File: config.mk
export PLATFORM = sky130hd
export DESIGN_NAME = emc_div
export DESIGN_NICKNAME = d
export VERILOG_FILES = /design/src/hw/rtl/empirical_multivariate_count_unit_assert.svh /design/src/hw/rtl/emc_pkg.sv /design/src/hw/rtl/emc_div.sv
export SDC_FILE = /design/constraint.sdc
export NUM_CORES = 1
export LEC_CHECK = 0
export ABC_AREA = 1
export ABC_CLOCK_PERIOD_IN_PS = 8600
export BUFFER_PORTS_ARGS = -buffer_cell sky130_fd_sc_hd__buf_4
export CORE_ASPECT_RATIO = 0.9
export CORE_MARGIN = 5
export CORE_UTILIZATION = 35
export DETAILED_ROUTE_END_ITERATION = 8
export GPL_ROUTABILITY_DRIVEN = 0
export PLACE_DENSITY = 0.58
export REMOVE_ABC_BUFFERS = 1
export SYNTH_ARGS = -nofsm -noshare
export SYNTH_HDL_FRONTEND = slang
export SYNTH_SLANG_ARGS = --single-unit
File: constraint.sdc
create_clock -name clk -period 8.6 [get_ports clk]
set_clock_uncertainty 0.1 [all_clocks]
set_input_delay 0.86 -clock clk [delete_from_list [all_inputs] [get_ports clk]]
set_output_delay 0.86 -clock clk [all_outputs]
set_load 0.01 [all_outputs]
File: src/hw/rtl/empirical_multivariate_count_unit_assert.svh
// assertion macros for the empirical multivariate count unit
// used by the modules that check their own control logic
`ifndef EMPIRICAL_MULTIVARIATE_COUNT_UNIT_ASSERT_SVH
`define EMPIRICAL_MULTIVARIATE_COUNT_UNIT_ASSERT_SVH

// implication checked on every clock edge outside reset
`define EMC_ASSERT_IMP(label, clk, rst, a, c) \
  label: assert property (@(posedge clk) disable iff (rst) (a) |-> (c)) \
    else $error("%m: check failed");

// implication whose consequent is checked in the cycle after the antecedent
`define EMC_ASSERT_NEXT(label, clk, rst, a, c) \
  label: assert property (@(posedge clk) disable iff (rst) (a) |=> (c)) \
    else $error("%m: check failed");

`endif

File: src/hw/rtl/emc_pkg.sv
// shared types and constants for the empirical multivariate count unit
// no dependencies
`timescale 1ns / 1ps
`default_nettype none
package emc_pkg;
  localparam int MaxSamplesDefault = 1024;
  localparam int MaxDimsDefault = 4;
  localparam int CoordFields = 4;
  localparam int CountW = 11;
  localparam int FracW = 17;

  typedef enum logic [1:0] {
    MODE_LOAD  = 2'd0,
    MODE_PDF   = 2'd1,
    MODE_CDF   = 2'd2,
    MODE_CLEAR = 2'd3
  } mode_t;

  typedef enum logic [2:0] {
    ST_IDLE,
    ST_READ,
    ST_SCAN,
    ST_DIV,
    ST_DONE
  } state_t;

  typedef struct packed {
    logic [1:0] mode;
    logic signed [31:0] coord_zero;
    logic signed [31:0] coord_one;
    logic signed [31:0] coord_two;
    logic signed [31:0] coord_three;
  } in_word_t;

  typedef struct packed {
    logic [CountW-1:0] match_count;
    logic [FracW-1:0] fraction;
    logic [CountW-1:0] samples_held;
    logic store_full;
  } out_word_t;

  // control word handed along the chain of cells
  typedef struct packed {
    logic valid;
    logic eq_mode;
    logic ok;
  } cell_ctl_t;
endpackage
`default_nettype wire

File: src/hw/rtl/emc_div.sv
// restoring divider for the q1.16 fraction, one quotient bit per cycle
// depends on emc_pkg
`timescale 1ns / 1ps
`default_nettype none
module emc_div (
  input  wire logic clk,
  input  wire logic rst,
  input  wire logic go,
  input  wire logic [emc_pkg::CountW-1:0] num,
  input  wire logic [emc_pkg::CountW-1:0] den,
  output logic done,
  output logic [emc_pkg::FracW-1:0] quot
);
  import emc_pkg::*;
  localparam int NumW = CountW + 16;
  localparam int StepW = $clog2(NumW + 1);
  logic [NumW-1:0] dividend;
  logic [CountW:0] rem;
  logic [StepW-1:0] steps;
  logic busy;
  logic [CountW:0] trial;
  logic [NumW-1:0] q;
  always_comb trial = {rem[CountW-1:0], dividend[NumW-1]};
  always_ff @(posedge clk) begin
    if (rst) begin
      busy <= 1'b0;
      done <= 1'b0;
    end else begin
      done <= !go && busy && (steps == StepW'(1));
      if (go) begin
        busy <= 1'b1;
        steps <= StepW'(NumW);
        dividend <= {num, 16'd0};
        rem <= '0;
        q <= '0;
      end else if (busy) begin
        dividend <= dividend << 1;
        if (trial >= {1'b0, den}) begin
          rem <= trial - {1'b0, den};
          q <= {q[NumW-2:0], 1'b1};
        end else begin
          rem <= trial;
          q <= {q[NumW-2:0], 1'b0};
        end
        steps <= steps - 1'b1;
        if (steps == StepW'(1)) begin
          busy <= 1'b0;
        end
      end
    end
  end
  always_comb quot = q[FracW-1:0];
endmodule
`default_nettype wire

# Word level (Yosys, flattened, before mapping)
# Cells that the tools add are included.
# Widths: inputs -> output; s select.
[op_classes]
n_addsub = 2
magnitude_cmp = 1
eq_ne = 1
mux = 10
n_bitwise = 1
n_reduce_logical = 5
[op_table]
columns = ["operator", "count"]
rows = [
  ["$mux 27", 2],
  ["$mux 11", 2],
  ["$mux 17", 1],
  ["$ge 12x11->1", 1],
  ["$sub 11x11->11", 1],
  ["$eq 5x1->1 const B", 1],
  ["$mux 5", 1],
  ["$sub 5x1->5 const B", 1],
  ["$mux 1", 4],
  ["$logic_and 1x1->1", 2],
  ["$reduce_and 2->1", 1],
  ["$reduce_bool 2->1", 1],
  ["$logic_not 1->1", 1],
  ["$not 1->1", 1],
]
[word_totals]
regBits = 61
input_bits = 25
out_inout_bits = 18
wordCells = 27

# Logic depth before layout (Yosys ltp)
[logic_depth]
depth_word = 4
depth_mapped = 12
depth_no_buf = 12

# Worst setup path before layout
# Ideal clock, no wire load.
[synth_path]
kind = "input to register"
start = "input port go"
end = "register busy"
setup_time_ps = 69
arrival_time_ps = 3764
required_time_ps = 8431
slack_ps = 4666
stages = 5
n_path_buf = 1
cell_sequence = "clkbuf_1 -> clkinv_2 -> a21oi_1 -> o21ai_0 -> inv_1"
[synth_between]
elab_chain_len = 1
[synth_lines]
columns = ["element", "line", "text"]
rows = [
  ["from (decl)", "emc_div.sv:8", "input wire logic go,"],
  ["$mux 1", "emc_div.sv:30", "if (go) begin"],
  ["to (signal assigned)", "emc_div.sv:26", "busy <= 1'b0;"],
  ["to (signal assigned)", "emc_div.sv:31", "busy <= 1'b1;"],
  ["to (signal assigned)", "emc_div.sv:47", "busy <= 1'b0;"],
  ["to (decl)", "emc_div.sv:20", "logic busy;"],
]
# Every way passes these cells.
# A chain may end at the register's enable or synchronous reset.

# Worst setup path in the final report
[layout_path]
start = "input port den[7] (netlist bit)"
end = "register rem[10] (data pin)"
[layout_between]
elab_chain_len = 3
elab_cells_between_ends = 4
classes_between = "1 x add/sub; 1 x order compare; 2 x mux"
[layout_lines]
columns = ["element", "line", "text"]
rows = [
  ["from (decl)", "emc_div.sv:10", "input wire logic [emc_pkg::CountW-1:0] den,"],
  ["$sub 11x11->11 / $ge 12x11->1 (equally long branches)", "emc_div.sv:39, emc_div.sv:38", ""],
  ["$mux 11 *", "emc_div.sv:38", "if (trial >= {1'b0, den}) begin"],
  ["$mux 11 *", "emc_div.sv:36", "end else if (busy) begin"],
  ["to (signal assigned)", "emc_div.sv:39", "rem <= trial - {1'b0, den};"],
  ["to (signal assigned)", "emc_div.sv:42", "rem <= trial;"],
  ["to (decl)", "emc_div.sv:18", "logic [CountW:0] rem;"],
]
# Every way passes the cells marked *; elsewhere a longest branch is shown, timed or not. The select of a mux whose other input is x is not followed.

==> run summary <==
core area - 7620 µm²
hold crit path type - reg -> reg
clk buf depth - 2
total number of vias - 2104
Synth Area per Inst - 8.094 µm²
Port Buffers - 42
crit end category - flop
chip width - 103.6 µm
Seq cells post-synth - 46
sequential area share after synthesis - 49.32%
Starting Density - 36.22%
Pre-Repair DR Iteration Count - 4
dpl ws - 5596 ps
final setup fails - 0
Simple-Gate Fraction of Synth Area - 29.33%
Post-Route Setup TNS - 0 ps
VDD IR max - 0.09399 mV
Post-Synth XOR/XNOR Area - 0.9519%
design area - 3232 µm²
die height - 94.25 µm
GRT Residual Overflow - 0
Post-synth EDFFs - 44
RSZ-0062 raised after global routing - false
Post-CTS Setup Bufs - 0
# nets final - 420
Placed Area - 3156 µm²
Primary FF master, synth - edfxtp_1
Post-route DRC - 0
# H-tree levels - 2
first-pass GRT wire length - 9.446 mm
post-synthesis mux area share - 0%
top-area cell type share of the netlist area - 47.87%
TritonCTS clock tree - yes
Least-Margin Pin Slew - 904.0 ps
site row count - 30
peak fanout along the critical path - 11
main combinational cell family by area after synthesis - simple AND/OR/NAND/NOR gates
Routed WL - 5.508 mm
Synth top cells by count - 99 x nand2_1, 71 x inv_1, 48 x nor2_1
Async SR Flop Fraction - 0%
mapped cell area - 2760 µm²
Compound-Gate Fraction of Synth Area - 1.813%
I/O pin count - 43
vias in the first global route - 2081
Rel. slew slack - 39.73%
number of buffers created by CTS - 5
CP Launch Type - input port
Final Hold Viols - 0
Tmin final - 2711 ps
antenna-violating nets left - 0
WP data arrival - 2660 ps
initial antenna violation count - 0
post-synthesis adder-cell area fraction - 6.618%
initial drt markers - 115
Synth cell types - 25
cell taking the most area after synthesis - edfxtp_1
vias per cell - 4.411
Antenna diodes - 0
synth top area cells - edfxtp_1 48%, nand2_1 13%, inv_1 9.7%
Synth Instances - 341
Synth warnings - 0
fin crit share - 31.52%
mean routed wirelength per cell - 11.55 µm
cts hold-fix bufs - 0
pins over their slew limit - 0
pwr dens - 160.8 nW/µm²
Worst EP required - 8550 ps
GRT Overall Usage - 11.67%
maxcap violations - 0
P&R area growth vs syn - 17.09%
Worst Path Class, Setup - in -> reg
DIE AREA - 9764 µm²
HPWL after DPL - 4.016 mm
most numerous cell in the Yosys netlist - nand2_1
post-CTS resize count - 0
layout cells sized above 1 - 16.27%
Max Clk Rate - 0.3689 GHz
clk sinks - 46
outcome - finished, final reports clean
Worst-path clk slew - 80 ps
Leakage - 1.638 nW
Final WS setup - 5889 ps
pin count of the biggest net entering global routing - 46
CTS Root Cell - clkbuf_8
Clock Latency Late Sink - 290 ps
==> critical path: stages <==
cell,delay [ps]
buf_4,70
inv_1,30
ha_1,340
nand2_1,140
inv_1,50
nand2_1,60
nand2_1,70
a21oi_1,710
nand4_1,160
nand2_1,110
nor2_1,60
==> state kept, by name, indices dropped and copies added (netlist names) <==
register	flops
steps	5
dividend	11
done	1
busy	1
q	17
rem	11
==> per-layer routing <==
| metal | routed length [µm] | vias to the layer above | track usage, % |
|---|---|---|---|
| met5 | 0 | - | 0 |
| met4 | 23 | 0 | 2.623 |
| met3 | 292 | 2 | 3.505 |
| met2 | 2494 | 43 | 18.58 |
| met1 | 2697 | 918 | 15.63 |
| li1 | - | 1141 | - |
==> where the power goes <==
group / internal, W / total (W) / switching (W)
Clock: 0.0000561 / 0.000124 / 0.0000680
Sequential: 0.000265 / 0.000273 / 0.00000761
Combinational: 0.0000477 / 0.000123 / 0.0000749
Total: 0.000369 / 0.000520 / 0.000151
==> final cells by class <==
type	instances	area (µm²)
multi-input cells	213	1080
clock buffers	7	76.32
well taps	96	120.1
flip-flops and latches	46	1361
fillers	789	4388
repair buffers	43	322.8
inverters	72	271.5
==> cell usage in the layout (no fill, tap or decap), drive strengths merged <==
| master | n |
|---|---|
| ha | 13 |
| clkinv | 1 |
| edfxtp | 44 |
| nor4 | 1 |
| buf | 43 |
| or2 | 1 |
| nand4 | 13 |
| xor2 | 2 |
| clkbuf | 7 |
| dfxtp | 2 |
| fa | 1 |
| xnor2 | 1 |
| nand2 | 100 |
| inv | 71 |
| a21oi | 7 |
| o21ai | 3 |
| nor2 | 52 |
| nand3 | 18 |
| nor3 | 1 |
==> through the flow <==
| stage | hold WS, ps | total power (W) | utilization, % | instances |
|---|---|---|---|---|
| 3_3_place_gp | 390.0 | 0.0004007 | 41.41 | 470 |
| 3_5_place_dp | 399.4 | 0.0004021 | 41.41 | 470 |
| 5_1_grt | 440.9 | 0.0005584 | 42.41 | 477 |
| 6_report | 412.8 | 0.0005197 | 42.41 | 477 |
| 2_1_floorplan | 320.9 | 0.0003616 | - | 331 |
| 4_1_cts | 415.1 | 0.0005276 | 42.41 | 477 |
==> kinds of logic (layout without fill, tap and decap cells) <==
group | count (synthesis) | after routing
fa+ha+maj | 14 | 14
xor+xnor | 3 | 3
flops | 46 | 46
compound gates | 10 | 10
buf+inv | 82 | 122
simple gates | 186 | 186
==> worst paths after layout <==
kind / from / endpoint / slack (ps) / cells past startpoint
max: den[7] / rem[10]$_SDFFCE_PP0P_ / 5890 / 11
min: busy$_SDFF_PP0_ / done$_SDFF_PP0_ / 410 / 2
max reg2reg: rem[6]$_SDFFCE_PP0P_ / rem[10]$_SDFFCE_PP0P_ / 6120 / 9
min reg2reg: busy$_SDFF_PP0_ / done$_SDFF_PP0_ / 410 / 2
Power figures use the tool's default switching activity.
