`config.mk`:
```
export PLATFORM = sky130hd
export DESIGN_NAME = emc_cell
export DESIGN_NICKNAME = d
export VERILOG_FILES = /design/src/hw/rtl/empirical_multivariate_count_unit_assert.svh /design/src/hw/rtl/emc_pkg.sv /design/src/hw/rtl/emc_cell.sv
export SDC_FILE = /design/constraint.sdc
export NUM_CORES = 1
export LEC_CHECK = 0
export ABC_AREA = 1
export BUFFER_PORTS_ARGS = -buffer_cell sky130_fd_sc_hd__buf_2
export CORE_MARGIN = 1
export CORE_UTILIZATION = 37
export CTS_CLUSTER_DIAMETER = 120
export DETAILED_ROUTE_END_ITERATION = 7
export GPL_TIMING_DRIVEN = 0
export PLACE_DENSITY = 0.77
export SYNTH_ARGS = -nofsm -noshare
export SYNTH_HDL_FRONTEND = slang
export SYNTH_SLANG_ARGS = --single-unit
export TNS_END_PERCENT = 5
```
`constraint.sdc`:
```
create_clock -name clk -period 1.47 [get_ports clk]
set_clock_uncertainty 0.2 [all_clocks]
set_input_delay 0.0735 -clock clk [delete_from_list [all_inputs] [get_ports clk]]
set_output_delay 0.0735 -clock clk [all_outputs]
set_load 0.02 [all_outputs]
```
`src/hw/rtl/empirical_multivariate_count_unit_assert.svh`:
```
// assertion macros for the empirical multivariate count unit
// used by the modules that check their own control logic
`ifndef EMPIRICAL_MULTIVARIATE_COUNT_UNIT_ASSERT_SVH
`define EMPIRICAL_MULTIVARIATE_COUNT_UNIT_ASSERT_SVH

// implication checked on every clock edge outside reset
`define EMC_ASSERT_IMP(label, clk, rst, a, c) \
  label: assert property (@(posedge clk) disable iff (rst) (a) |-> (c)) \
    else $error("%m: check failed");

// implication whose consequent is checked in the cycle after the antecedent
`define EMC_ASSERT_NEXT(label, clk, rst, a, c) \
  label: assert property (@(posedge clk) disable iff (rst) (a) |=> (c)) \
    else $error("%m: check failed");

`endif

```
`src/hw/rtl/emc_pkg.sv`:
```
// shared types and constants for the empirical multivariate count unit
// no dependencies
`timescale 1ns / 1ps
`default_nettype none
package emc_pkg;
  localparam int MaxSamplesDefault = 1024;
  localparam int MaxDimsDefault = 4;
  localparam int CoordFields = 4;
  localparam int CountW = 11;
  localparam int FracW = 17;

  typedef enum logic [1:0] {
    MODE_LOAD  = 2'd0,
    MODE_PDF   = 2'd1,
    MODE_CDF   = 2'd2,
    MODE_CLEAR = 2'd3
  } mode_t;

  typedef enum logic [2:0] {
    ST_IDLE,
    ST_READ,
    ST_SCAN,
    ST_DIV,
    ST_DONE
  } state_t;

  typedef struct packed {
    logic [1:0] mode;
    logic signed [31:0] coord_zero;
    logic signed [31:0] coord_one;
    logic signed [31:0] coord_two;
    logic signed [31:0] coord_three;
  } in_word_t;

  typedef struct packed {
    logic [CountW-1:0] match_count;
    logic [FracW-1:0] fraction;
    logic [CountW-1:0] samples_held;
    logic store_full;
  } out_word_t;

  // control word handed along the chain of cells
  typedef struct packed {
    logic valid;
    logic eq_mode;
    logic ok;
  } cell_ctl_t;
endpackage
`default_nettype wire

```
`src/hw/rtl/emc_cell.sv`:
```
// one coordinate compare cell of the chain
// depends on emc_pkg
`timescale 1ns / 1ps
`default_nettype none
module emc_cell (
  input  wire logic clk,
  input  wire logic rst,
  input  wire logic enable,
  input  wire logic [31:0] sample,
  input  wire logic [31:0] query,
  input  wire emc_pkg::cell_ctl_t ctl_in,
  output emc_pkg::cell_ctl_t ctl_out
);
  import emc_pkg::*;
  logic hit;
  always_comb begin
    if (!enable) begin
      hit = 1'b1;
    end else if (ctl_in.eq_mode) begin
      hit = (sample == query);
    end else begin
      hit = ($signed(sample) <= $signed(query));
    end
  end
  always_ff @(posedge clk) begin
    if (rst) begin
      ctl_out <= '0;
    end else begin
      ctl_out.valid <= ctl_in.valid;
      ctl_out.eq_mode <= ctl_in.eq_mode;
      ctl_out.ok <= ctl_in.ok & hit;
    end
  end
endmodule
`default_nettype wire

```
== Yosys cells after proc, flatten, opt, wreduce, memory -nomap -nowiden ==
Index checks and enable logic that the tools add are counted.
Storage, ports and cells
  register bits: 3
  bits of input ports: 70
  output and inout port bits: 3
  word-level logic and storage cells: 8
Operators by class
  $lt $le $gt $ge: 1
  equality and inequality tests: 1
  muxes and demuxes: 2
  bitwise operators: 1
Operator list (count)
  equality test 32 bit: 1
  less-or-equal comparator 32 bit: 1
  two-way mux 1 bit: 2
  bitwise AND 1 bit: 1

== Depth between registers and ports, before layout ==
Gate-level depths: netlist of run 1.
  depth in word-level cells: 4
  mapped depth: 16
  mapped depth without buffers: 16

== Worst setup path after synthesis of run 1 ==
OpenSTA, ideal clock, no wires.
  path type: input port to flip-flop
  start: in query[31]
  end: reg ctl_out[0] (netlist name)
  library setup time: 121 ps
  arrival: 1086 ps
  required time: 1149 ps
  setup slack: 64 ps
  stages on the path: 11
  path buffers: 0
  cells stage by stage: inv_1 > ha_1 > nand2_2 > nor2_4 > nand2_2 > nor4_4 > nand2_2 > nand2_1 > nand2_1 > nand3_2 > a21oi_2
Between the ends
  word-level cells in the longest chain between the ends: 4
  elaborated cells on any way between the ends: 5
  classes of those cells: order compare: 1; eq/ne: 1; mux: 2; bitwise: 1
Ends and longest elaborated chain
  start: declaration: line emc_cell.sv:10  | input wire logic [31:0] query,
  less-or-equal comparator 32 bit / equality test 32 bit (equally long branches): line emc_cell.sv:22, emc_cell.sv:20
  two-way mux 1 bit *: line emc_cell.sv:19  | end else if (ctl_in.eq_mode) begin
  two-way mux 1 bit *: line emc_cell.sv:17  | if (!enable) begin
  bitwise AND 1 bit *: line emc_cell.sv:31  | ctl_out.ok <= ctl_in.ok & hit;
  end: declaration: line emc_cell.sv:12  | output emc_pkg::cell_ctl_t ctl_out
Mark *: on every way between the ends. The rest lies on a longest branch, timed or not.
A chain may end at the register's enable or synchronous reset.

== Final worst setup path of run 1 ==
  start: in rst
  end: reg ctl_out[2] (netlist name)
RTL lines
  start: declaration: line emc_cell.sv:7  | input wire logic rst,
No word-level cell between the ends.

==> results of run 1 <==
[how the worst max path moves through the flow]
stage                     slack, ps  startpoint  cells after the start         end
after CTS                        90         rst                      4  ctl_out[2]
after global placement         -150   query[31]                     12  ctl_out[0]
after global routing             -2  sample[23]                     10  ctl_out[0]
after detailed placement       -150   query[31]                     12  ctl_out[0]
after floorplan                  60   query[31]                     11  ctl_out[0]
final                           100         rst                      4  ctl_out[2]
[timing repair]
item,4_1_cts,5_1_grt
hold endpoints to repair,3,0
resized for setup,0,2
setup endpoints to repair,0,1
hold buffers,4,0
buffers inserted,0,0
[cell type report]
cell class | instances | area, sq um
tap | 30 | 37.5
inverter | 43 | 161
clock buffer | 4 | 26.3
multi-input combinational | 109 | 806
timing repair buffer | 76 | 400
sequential | 3 | 60.1
fill | 251 | 1030
[cell families (layout without fill, tap and decap cells)]
| family | Yosys count | count (layout) |
|---|---|---|
| simple gates | 58 | 58 |
| fa+ha+maj | 32 | 32 |
| compound gates | 19 | 19 |
| flops | 3 | 3 |
| buf+inv | 43 | 123 |
[routing by layer]
metal	routed length (microns)	part of all wire, %	global-route usage [%]	up-vias
met4	21	1.0	5.13	0
li1	-	-	-	642
met2	994	49	26.0	38
met5	0	0	0	-
met3	113	5.6	0.833	3
met1	891	44	16.3	452
[report_power, final]
| group | internal, mW | switching (mW) |
|---|---|---|
| clock | 0.102 | 0.0494 |
| sequential | 0.0863 | 0.000681 |
| combinational | 0.179 | 0.168 |
| total | 0.367 | 0.218 |
[tightest hold or removal path, cell delays in order]
cell	delay, ps
buf_2	90
a21boi_0	130
a21oi_2	130
[Yosys cell counts, drive strengths merged]
cell type	n
dfxtp	3
nand4	2
nor4	1
inv	42
a21boi	1
a21o	1
o21ai	2
a21oi	14
o21a	1
nand2	38
clkinv	1
nor2	13
nand3	4
ha	32
[stage by stage]
stage | TNS [ps] | cell area (sq um) | std cells | utilization (%) | power, mW
2_1_floorplan | 0 | 1010 | 155 | - | 0.295
3_3_place_gp | -149 | 1410 | 257 | 55.9 | 0.417
3_5_place_dp | -155 | 1410 | 257 | 55.9 | 0.423
4_1_cts | 0 | 1480 | 265 | 58.5 | 0.586
5_1_grt | -1.64 | 1490 | 265 | 59.1 | 0.657
6_report | 0 | 1490 | 265 | 59.1 | 0.585
==> flow_metrics.py, run 1 <==
metrics = {
    "hold_path": {
        "whs_endpoint": "ctl_out[0]",
        "min_path_type": "in -> reg",
        "min_path_cells": 3,
        "hold_start": "enable",
    },
    "worst_setup_path": {
        "crit_family": "buffers and inverters",
        "cp_cell_sequence": "dlygate4sd3_1 -> buf_2 -> nor2_1 -> dlygate4sd3_1",
        "cp_common_cell": "dlygate4sd3_1",
        "crit_fanout": 3,
        "arrival_ps": 1360,
        "cpPeakStageDelay_ps": 530,
        "slowest_stage": "dlygate4sd3_1",
        "required_ps": 1460,
        "crit_buf_inv": 3,
        "path_class": "in -> reg",
        "worst_setup_path_start_kind": "input port",
        "cp-end-kind": "flip-flop",
    },
    "floorplan": {
        "start_util_pct": 40.1,
        "row_count": 18,
        "ioPinCount": 73,
        "coreArea_sq_um": 2520,
        "die_area_sq_um": 2950,
        "die_h_microns": 54.3,
        "die_w_microns": 54.3,
    },
    "synth": {
        "synth_cells": 155,
        "yosys_warnings": 0,
        "synthTopCellsByArea": "ha_1 (40%), inv_1 (15%), nand2_1 (13%), a21oi_1 (5.9%), dfxtp_1 (5.9%)",
        "synth_mux_area_share_pct": 0,
        "syn-num-nets": 257,
        "synthAdderAreaFrac_pct": 39.6,
        "synthSimpleGateAreaFrac_pct": 27.7,
        "synth_top_family_by_area": "adder cells",
        "postSynthAreaPerCell_sq_um": 6.53,
        "yosysTopAreaCell": "ha_1",
        "synth-compound-area-share_pct": 10.9,
        "yosys.area_share.xor_xnor_pct": 0,
        "synth_top_cell_area_share_pct": 39.6,
        "ys_seq_area_share_pct": 5.93,
        "ys_ff_latch": 3,
        "synth_area_sq_um": 1010,
        "ys_types": 22,
    },
    "timing": {
        "fin_crit_sh_pct": 93.4,
        "slew_headroom_pct": 83.8,
        "timing.hold.ws_ps": 16.2,
        "finalHoldViolations": 0,
        "report.final.slew_viol_count": 0,
        "setup_viol": 0,
        "grt_setup_unrepaired": "yes",
        "worst_slew_pin_slew_ps": 241,
        "min_period_ps": 1370,
        "worst_slack_ps": 96.7,
        "fmax_mhz": 728,
    },
    "drt": {
        "wl_per_cell_microns": 7.62,
        "via_count": 1135,
        "drc": 0,
        "postRouteAntennaNets": 0,
        "dr.pass1.iters": 2,
        "vias_per_cell": 4.28,
        "drtIter0Drc": 4,
        "wl_mm": 2.02,
    },
    "finish": {
        "syn2layout_area_growth_pct": 47.3,
        "final_nets": 338,
        "layout-drive-gt1-share_pct": 38.3,
        "largest-register": "ctl_out",
        "largest_register_ffs": 3,
        "final_common_cell": "buf_2",
        "largest_registers": "ctl_out: 3 flops",
        "mostFrequentLayoutCells": "buf_2 (72), inv_1 (40), nand2_1 (33)",
        "n_antenna_cell": 0,
    },
    "global_routing": {
        "grt-ovfl-total": 0,
        "grt_pass1_vias": 870,
        "grt_pass1_wl_mm": 3.10,
        "grt_max_degree": 4,
        "grt.total_usage_pct": 13.9,
        "antenna_found_initial": 0,
    },
    "placement": {
        "io_buffers": 72,
        "dp_hpwl_mm": 1.86,
        "place_ws_ps": -155,
        "place.gp.congestion": 0.708,
    },
    "power_and_ir_drop": {
        "power.density_nw_per_um2": 392,
        "peakVddDrop_mv": 0.417,
        "p_leak_nw": 0.991,
    },
    "run": {
        "maxCapViolCount": 0,
    },
    "outcome": {
        "run_status": "finished, final reports clean",
    },
    "clock_network": {
        "cts-buffers-inserted": 3,
        "clk_path_buf_depth": 2,
        "cts.sinks": 3,
        "cts_htree_levels": 1,
        "root_buffer": "clkbuf_4",
        "cts_tree": "built",
        "path_clk_slew_ps": 40,
    },
}
No activity file was read; power rests on OpenSTA's default activity.
==> run 2, diff against run 1 <==
--- a/config.mk
+++ b/config.mk
@@ -7,6 +7,7 @@
 export LEC_CHECK = 0
 export ABC_AREA = 1
 export BUFFER_PORTS_ARGS = -buffer_cell sky130_fd_sc_hd__buf_2
+export CORE_ASPECT_RATIO = 0.8
 export CORE_MARGIN = 1
 export CORE_UTILIZATION = 37
 export CTS_CLUSTER_DIAMETER = 120
==> flow_metrics.py, run 2 (synthesis gave the netlist of run 1 again) <==
metrics = {
    "floorplan": {
        "coreArea_sq_um": 2520,
        "ioPinCount": 73,
        "die_h_microns": 48.8,
        "die_area_sq_um": 2950,
        "row_count": 16,
        "die_w_microns": 60.5,
        "start_util_pct": 40.1,
    },
    "finish": {
        "syn2layout_area_growth_pct": 49.7,
        "fin_util_pct": 60.1,
        "final_common_cell": "buf_2",
        "fill_cells": 258,
        "n_antenna_cell": 0,
        "largest_register_ffs": 3,
        "layout-drive-gt1-share_pct": 39.1,
        "final_nets": 338,
        "mostFrequentLayoutCells": "buf_2 (72), inv_1 (40), nand2_1 (33)",
        "largest_registers": "ctl_out: 3 flops",
        "largest-register": "ctl_out",
    },
    "clock_network": {
        "root_buffer": "clkbuf_4",
        "cts-buffers-inserted": 3,
        "cts.sinks": 3,
        "cts_tree": "built",
        "cts_htree_levels": 1,
        "path_clk_slew_ps": 40,
        "clk_path_buf_depth": 2,
    },
    "timing": {
        "finalHoldViolations": 0,
        "slew_headroom_pct": 83.8,
        "tns_ps": 0,
        "min_period_ps": 1390,
        "fin_crit_sh_pct": 94.5,
        "grt_setup_unrepaired": "yes",
        "timing.hold.ws_ps": 25.6,
        "worst_slew_pin_slew_ps": 241,
        "setup_viol": 0,
        "fmax_mhz": 720,
        "report.final.slew_viol_count": 0,
    },
    "placement": {
        "io_buffers": 72,
        "dp_hpwl_mm": 1.81,
        "place.gp.congestion": 0.763,
    },
    "drt": {
        "vias_per_cell": 4.13,
        "via_count": 1120,
        "wl_per_cell_microns": 7.38,
        "drtIter0Drc": 12,
        "wl_mm": 2.00,
        "postRouteAntennaNets": 0,
        "drc": 0,
        "dr.pass1.iters": 4,
    },
    "worst_setup_path": {
        "path_class": "in -> reg",
        "worst_setup_path_start_kind": "input port",
        "cp-end-kind": "flip-flop",
        "required_ps": 1450,
        "arrival_ps": 1370,
        "crit_fanout": 3,
    },
    "global_routing": {
        "grt.total_usage_pct": 14.1,
        "antenna_found_initial": 0,
        "grt_max_degree": 4,
        "grt_pass1_wl_mm": 3.31,
        "grt-ovfl-total": 0,
        "grt_pass1_vias": 890,
    },
    "power_and_ir_drop": {
        "p_leak_nw": 0.991,
        "power_mw": 0.584,
        "power.density_nw_per_um2": 385,
        "peakVddDrop_mv": 0.137,
    },
    "run": {
        "maxCapViolCount": 0,
    },
    "hold_path": {
        "min_path_type": "in -> reg",
    },
    "outcome": {
        "run_status": "finished, final reports clean",
    },
}
run 2: cell counts in the layout (fill, tap and decap cells not counted):
No cell type changed its count.
run 2: metal layers:
metal / track usage, % / routed length [microns]
met5: 0 / 0
met4: 3.41 / 0
met3: 1.59 / 132
met2: 22.3 / 898
met1: 20.0 / 969
run 2: worst max-delay path: stages:
cell	delay [ps]
dlygate4sd3_1	540
buf_2	130
nor2_1	80
dlygate4sd3_1	540
run 2: worst paths after layout:
check / cells after the start / slack [ps] / end / startpoint
min: 3 / 30 / ctl_out[0] / enable
max: 4 / 80 / ctl_out[2] / rst
run 2: final cells by class:
type / count / area, sq um / share of cell area [%]
inverter: 43 / 161 / 10.7
timing repair buffer: 76 / 400 / 26.4
sequential: 3 / 60.1 / 3.96
tap: 36 / 45.0 / 2.97
clock buffer: 4 / 26.3 / 1.73
multi-input combinational: 109 / 822 / 54.3
run 2: per-stage QoR:
stage	std cells	area (sq um)	worst slack [ps]
finish	271	1520	80.3
global route	271	1520	-28.1
CTS	271	1480	87.9
detailed placement	263	1420	-150
global placement	263	1420	-142
floorplan	155	1010	63.8
run 2: power breakdown:
part / internal (mW) / switching (mW) / leakage (nW)
Sequential: 0.0863 / 0.000793 / 0.0249
Clock: 0.102 / 0.0440 / 0.0150
Combinational: 0.182 / 0.169 / 0.951
run 2: timing repair:
action | CTS | global route
endpoints found under the setup margin | 0 | 1
endpoints found under the hold margin | 3 | 0
resized for setup | 0 | 4
hold buffers | 4 | 0
buffers inserted | 0 | 0
